$ cat src/hdl/amd_pkg.sv
`default_nettype none
package amd_pkg;

  localparam int CORDIC_STEPS = 24;
  localparam int SQ_STEPS     = 32;
  localparam int ATAN_LAT     = CORDIC_STEPS + 4;
  localparam int PIPE_DEPTH   = SQ_STEPS + ATAN_LAT + 5;

  localparam int AW    = 34;
  localparam int XW    = 43;
  localparam int ZW    = 35;
  localparam int ANG_W = 19;

  localparam longint PI_Q30_L = 64'sd3373259426;
  localparam logic signed [ZW-1:0] PI_Q30 = ZW'(PI_Q30_L);
  localparam logic signed [ZW-1:0] ROUND_Q30 = ZW'(8192);
  localparam logic signed [ANG_W-1:0] ANGLE_LIMIT = ANG_W'(205887);
  localparam logic signed [ANG_W-1:0] PI_Q16 = ANG_W'((PI_Q30_L + 8192) >>> 14);
  localparam logic [5:0] NORM_MSB = 6'd39;

  typedef struct packed {
    logic zero_y;
    logic neg_x;
  } atan_tag_t;

  typedef struct packed {
    logic signed [31:0] e0;
    logic signed [31:0] e3;
    logic signed [31:0] e4;
    logic signed [31:0] e5;
    logic signed [31:0] e6;
    logic signed [31:0] e7;
    logic signed [31:0] e8;
    logic signed [31:0] px;
    logic signed [31:0] py;
    logic signed [31:0] pz;
  } side_t;

  typedef struct packed {
    logic signed [31:0] px;
    logic signed [31:0] py;
    logic signed [31:0] pz;
    logic [30:0]        sx;
    logic [30:0]        sy;
    logic [30:0]        sz;
    logic               sing;
  } tail_t;

  function automatic logic [31:0] mag32(input logic signed [31:0] v);
    logic [31:0] r;
    r = v[31] ? 32'(-v) : 32'(v);
    return r;
  endfunction

  function automatic logic signed [ZW-1:0] arc_q30(input logic [4:0] idx);
    logic signed [ZW-1:0] r;
    case (idx)
      5'd0:  r = ZW'(843314856);
      5'd1:  r = ZW'(497837829);
      5'd2:  r = ZW'(263043836);
      5'd3:  r = ZW'(133525158);
      5'd4:  r = ZW'(67021686);
      5'd5:  r = ZW'(33543515);
      5'd6:  r = ZW'(16775850);
      5'd7:  r = ZW'(8388437);
      5'd8:  r = ZW'(4194282);
      5'd9:  r = ZW'(2097149);
      5'd10: r = ZW'(1048575);
      5'd11: r = ZW'(524287);
      5'd12: r = ZW'(262143);
      5'd13: r = ZW'(131071);
      5'd14: r = ZW'(65535);
      5'd15: r = ZW'(32767);
      5'd16: r = ZW'(16383);
      5'd17: r = ZW'(8191);
      5'd18: r = ZW'(4095);
      5'd19: r = ZW'(2047);
      5'd20: r = ZW'(1023);
      5'd21: r = ZW'(511);
      5'd22: r = ZW'(255);
      5'd23: r = ZW'(127);
      5'd24: r = ZW'(63);
      5'd25: r = ZW'(31);
      5'd26: r = ZW'(15);
      5'd27: r = ZW'(7);
      5'd28: r = ZW'(3);
      5'd29: r = ZW'(1);
      default: r = '0;
    endcase
    return r;
  endfunction

endpackage
`default_nettype wire

$ cat src/hdl/amd_sqrt_cell.sv
`default_nettype none
module amd_sqrt_cell import amd_pkg::*; (
  input  logic        clk_i,
  input  logic [63:0] rad_i,
  input  logic [32:0] rem_i,
  input  logic [31:0] root_i,
  output logic [63:0] rad_o,
  output logic [32:0] rem_o,
  output logic [31:0] root_o
);

  logic [34:0] rem_sh;
  logic [34:0] trial;
  logic [34:0] diff;
  logic [63:0] rad_d, rad_q;
  logic [32:0] rem_d, rem_q;
  logic [31:0] root_d, root_q;

  always_comb begin
    rem_sh = {rem_i, rad_i[63:62]};
    trial  = {1'b0, root_i, 2'b01};
    diff   = rem_sh - trial;
    rad_d  = {rad_i[61:0], 2'b00};
    if (rem_sh >= trial) begin
      rem_d  = diff[32:0];
      root_d = {root_i[30:0], 1'b1};
    end else begin
      rem_d  = rem_sh[32:0];
      root_d = {root_i[30:0], 1'b0};
    end
  end

  always_ff @(posedge clk_i) begin
    rad_q  <= rad_d;
    rem_q  <= rem_d;
    root_q <= root_d;
  end

  assign rad_o  = rad_q;
  assign rem_o  = rem_q;
  assign root_o = root_q;

endmodule
`default_nettype wire

$ cat config.mk
export PLATFORM = sky130hd
export DESIGN_NAME = amd_sqrt_cell
export DESIGN_NICKNAME = d
export VERILOG_FILES = /design/src/hdl/amd_pkg.sv /design/src/hdl/amd_sqrt_cell.sv
export SDC_FILE = /design/constraint.sdc
export NUM_CORES = 1
export LEC_CHECK = 0
export BUFFER_PORTS_ARGS = -buffer_cell sky130_fd_sc_hd__buf_2
export CORE_ASPECT_RATIO = 1.1
export CORE_MARGIN = 4
export CORE_UTILIZATION = 30
export DETAILED_ROUTE_END_ITERATION = 8
export PLACE_DENSITY = 0.58
export SLEW_MARGIN = 20
export SYNTH_ARGS = -nofsm -noshare
export SYNTH_HDL_FRONTEND = slang
export SYNTH_SLANG_ARGS = --single-unit
$ cat constraint.sdc
create_clock -name clk_i -period 2.3 [get_ports clk_i]
set_input_delay 0.23 -clock clk_i [delete_from_list [all_inputs] [get_ports clk_i]]
set_output_delay 0.23 -clock clk_i [all_outputs]
set_load 0.1 [all_outputs]
# After elaboration in Yosys (flattened, before gate mapping)
# Index checks and enable logic that the tools add are counted.
[op_classes]
add_sub_neg = 1
magnitude_cmp = 1
n_mux = 2
[op_table]
columns = ["op", "count"]
rows = [
  ["$ge A35 B34 Y1", 1],
  ["$mux W33", 1],
  ["$sub A33 B33 Y33", 1],
  ["$mux W1", 1],
]
[totals]
reg_bits = 127
in_bits = 130

# Depth between registers and ports, before layout
[logic_depth]
ltp_word = 2
depth_mapped = 14
mapped_depth_nobuf = 11

# Least setup slack after synthesis
# Ideal clock, no wire load.
[synth_timing]
kind = "input to register"
from = "input root_i[5]"
to = "register rem_q[32] (netlist: rem_o[32])"
t_arrival_ps = 2346
path_slack_ps = -168
cell_stages = 11
n_path_buf = 0
path_cell_list = "inv_1 ha_1 a211oi_2 o21bai_1 a21o_1 a221o_1 a221o_1 a21o_1 a21oi_2 xor2_1 a21oi_1"
[synth_between]
elab_chain_len = 2
word_cells_on_any_way = 3
cone_classes = "1 x add/sub; 1 x order compare; 1 x mux"
[synth_lines]
columns = ["element", "line", "rtl"]
rows = [
  ["start, declared", "amd_sqrt_cell.sv:6", "input logic [31:0] root_i,"],
  ["$sub A33 B33 Y33 or $ge A35 B34 Y1 (tied branches)", "amd_sqrt_cell.sv:22, amd_sqrt_cell.sv:24", ""],
  ["$mux W33 *", "amd_sqrt_cell.sv:24", "if (rem_sh >= trial) begin"],
  ["net rem_d[32]", "amd_sqrt_cell.sv:16", "logic [32:0] rem_d, rem_q;"],
  ["end signal, assigned", "amd_sqrt_cell.sv:35", "rem_q <= rem_d;"],
  ["end, declared", "amd_sqrt_cell.sv:16", ""],
]
# Mark *: on every way through the listed nets, which the timed path passes. The rest lies on a longest branch.

# Worst setup path after layout
[layout_timing]
from = "input root_i[7]"
to = "register rem_q[30] (netlist: rem_o[30])"
# The elaborated chain is that of the path after synthesis.

==> impl_metrics.json <==
{
  "outcome": "complete, no violations",
  "worstPathMaxFanout": 4,
  "syn2layout_area_growth_pct": 83.5,
  "cp-startpoint": "root_i[7]",
  "grt_pass1_vias": 5219,
  "crit_required_ns": 2.60,
  "hp-class": "in -> reg",
  "synth_area_mm2": 0.00483,
  "synth_xor_area_share_pct": 5.08,
  "power_density_mw_per_mm2": 931,
  "yosys-top-cells-area": "dfxtp_1, ha_1, a21oi_1, xnor2_1, nor2_1",
  "ys.flop_type": "dfxtp_1",
  "placed_cells": 1028,
  "final_layout_size_suffix_gt1_share_pct": 44.9,
  "gr-usage-met3_pct": 5.34,
  "yosys_warnings": 0,
  "netlist.area_leader.share_pct": 52.7,
  "core_area_mm2": 0.0157,
  "start_kind": "input pin",
  "cts.clk_slew.worst_paths_ns": 0.06,
  "post_synth_fa_ha_maj_area_fraction_pct": 8.81,
  "met1_usage_pct": 20.3,
  "cts_max_level": 4,
  "tns_ns": 0,
  "ir_drop_mv": 0.504,
  "cts_tree": "yes",
  "cts.path.max_buffers": 2,
  "syn_area_per_cell_um2": 9.89,
  "detail-route-antenna-nets": 0,
  "initial_core_util_pct": 30.7,
  "clock_sinks": 127,
  "final_nets": 1110,
  "finalCritPeriodShare_pct": 95.6,
  "arrival_ns": 2.50,
  "drc": 0,
  "yosysTopAreaCell": "dfxtp_1",
  "relSlewSlack_pct": 63.2,
  "max_clock_freq_ghz": 0.455,
  "gr-max-usage-layer": "met2",
  "hold_viol": 0,
  "setup_viol": 0,
  "antenna_found_initial": 0,
  "grt_max_degree": 19,
  "routabilityCongestion": 0.827,
  "post-synth-top-count-cell": "dfxtp_1",
  "maxCapViolCount": 0,
  "route.vias.total": 5070,
  "p_leak_uw": 0.00442,
  "core.rowCount": 48,
  "ios": 259,
  "firstDrtPassIters": 4,
  "ff_latch_area_mm2": 0.00254,
  "tightest_slew_ns": 0.555,
  "grt.total_usage_pct": 17.7,
  "period_needed_ns": 2.20,
  "cts_made_buffers": 17,
  "root_buffer": "clkbuf_16",
  "use_met2_pct": 31.5,
  "drt_iter0_drc": 126,
  "routed_wl_um": 16500,
  "setup.worst_path.end": "rem_o[30]",
  "post_drt_wl_per_cell_um": 14.3,
  "synth_top_family_by_area": "compound AO/OA/AOI/OAI gates",
  "grt_pass1_wl_um": 25600,
  "design_power_total_uw": 8250,
  "rsz0062_at_grt": "true",
  "critical_path_class": "in -> reg",
  "die_w_um": 129,
  "overflow": 0,
  "end_kind": "flip-flop",
  "die_area_mm2": 0.0182,
  "synthArstFlopShare_pct": 0,
  "synthSimpleGateAreaFrac_pct": 9.51,
  "finalMaxSlewViolations": 0,
  "place_hpwl_um": 12300,
  "io_buffers": 256,
  "nFillCells": 1400,
  "synth_common_cells": "dfxtp_1, a21oi_1, nor2_1",
  "synth_edf_count": 0,
  "final_util_pct": 56.3,
  "netlist_instances": 488,
  "ys_seq_area_share_pct": 52.7,
  "routed_via_density": 4.38,
  "synth_compound_gate_area_share_pct": 17.1,
  "hold_slack_ns": 0.0661,
  "multi_input_area_mm2": 0.00222,
  "stdcell_count": 1158,
  "synthMuxAreaShare_pct": 1.63,
  "n_antenna_cell": 0,
  "ys_ff_latch": 127,
  "ys_types": 48,
  "die-height_um": 141
}
==> report_power, final <==
part           leakage, uW  internal (uW)  switching (uW)
sequential         0.00107           2410            49.6
clock             0.000294           1720            1050
combinational      0.00305            833            2180
==> cells in the final DEF (no fill, tap or decap), drive strengths merged, types with 4 or more instances in the layout <==
master	synthesis	final
clkbuf	5	19
nand2b	4	4
a211oi	5	5
nand3	8	8
clkinv	0	5
o21a	8	8
nand4	6	6
o21bai	6	6
nor2	42	42
nor3	5	5
a21o	9	9
a31oi	5	5
dlygate4sd3	0	93
mux2	7	7
xnor2	19	19
inv	39	43
buf	13	361
nand2	28	28
o21ai	21	21
a21oi	58	58
dfxtp	127	127
xor2	9	9
ha	34	34
==> area by class of cell <==
class / count / share of cell area (%)
clock buffers: 17 / 4.80
clock inverters: 14 / 2.09
inverters: 39 / 1.65
multi-input cells: 305 / 25.1
flip-flops and latches: 127 / 28.7
well taps: 200 / 2.82
repair buffers: 456 / 34.9
==> logic make-up (layout without fill, tap and decap cells) <==
| logic type | Yosys count | after routing |
|---|---|---|
| mux | 7 | 7 |
| buf+inv | 57 | 526 |
| other cells | 1 | 2 |
| fa+ha+maj | 34 | 34 |
| simple gates | 103 | 103 |
| xor+xnor | 28 | 28 |
| compound gates | 131 | 131 |
| flops | 127 | 127 |
==> metrics by stage <==
stage	setup WS [ns]	instance area, um^2
finish	0.101	8860
detailed placement	-0.434	7130
floorplan	-0.0150	4920
global route	-0.0224	8860
global placement	-0.366	7130
CTS	0.00526	8680
==> worst min-delay path by stage <==
| stage | start | cells past startpoint | to | slack [ns] |
|---|---|---|---|---|
| after floorplan | rad_i[8] | 0 | rad_o[10] | 0.26 |
| after global placement | rad_i[31] | 1 | rad_o[33] | 0.33 |
| after detailed placement | rad_i[42] | 1 | rad_o[44] | 0.33 |
| after CTS | rem_i[12] | 2 | rem_o[14] | 0.04 |
| after global routing | rem_i[12] | 2 | rem_o[14] | 0.06 |
| final | rem_i[12] | 2 | rem_o[14] | 0.07 |
==> worst max-delay path, cell delays in order <==
cell	delay (ns)
buf_2	0.09
inv_1	0.05
ha_4	0.28
buf_4	0.11
o21ai_0	0.07
o21bai_1	0.20
a21o_1	0.17
a221o_1	0.25
a21oi_4	0.10
o31ai_2	0.38
a21oi_1	0.16
xnor2_1	0.14
mux2_2	0.25
==> state kept, by name, indices dropped and copies added, names as in the netlist <==
register and count:
rad_o 62, rem_o 33, root_o 32
==> routing by layer <==
layer / up-vias / share of wire [%]
li1: 2597 / -
met1: 2285 / 41
met2: 177 / 50
met3: 11 / 8.0
met4: 0 / 1.0
met5: - / 0
==> what timing repair did <==
item | in CTS | in global routing
hold buffers | 93 | 0
endpoints found under the setup margin | 0 | 26
gates resized for setup | 0 | 28
buffers inserted | 0 | 5
endpoints found under the hold margin | 93 | 0
Note: power is estimated with default switching activity, not from simulation.
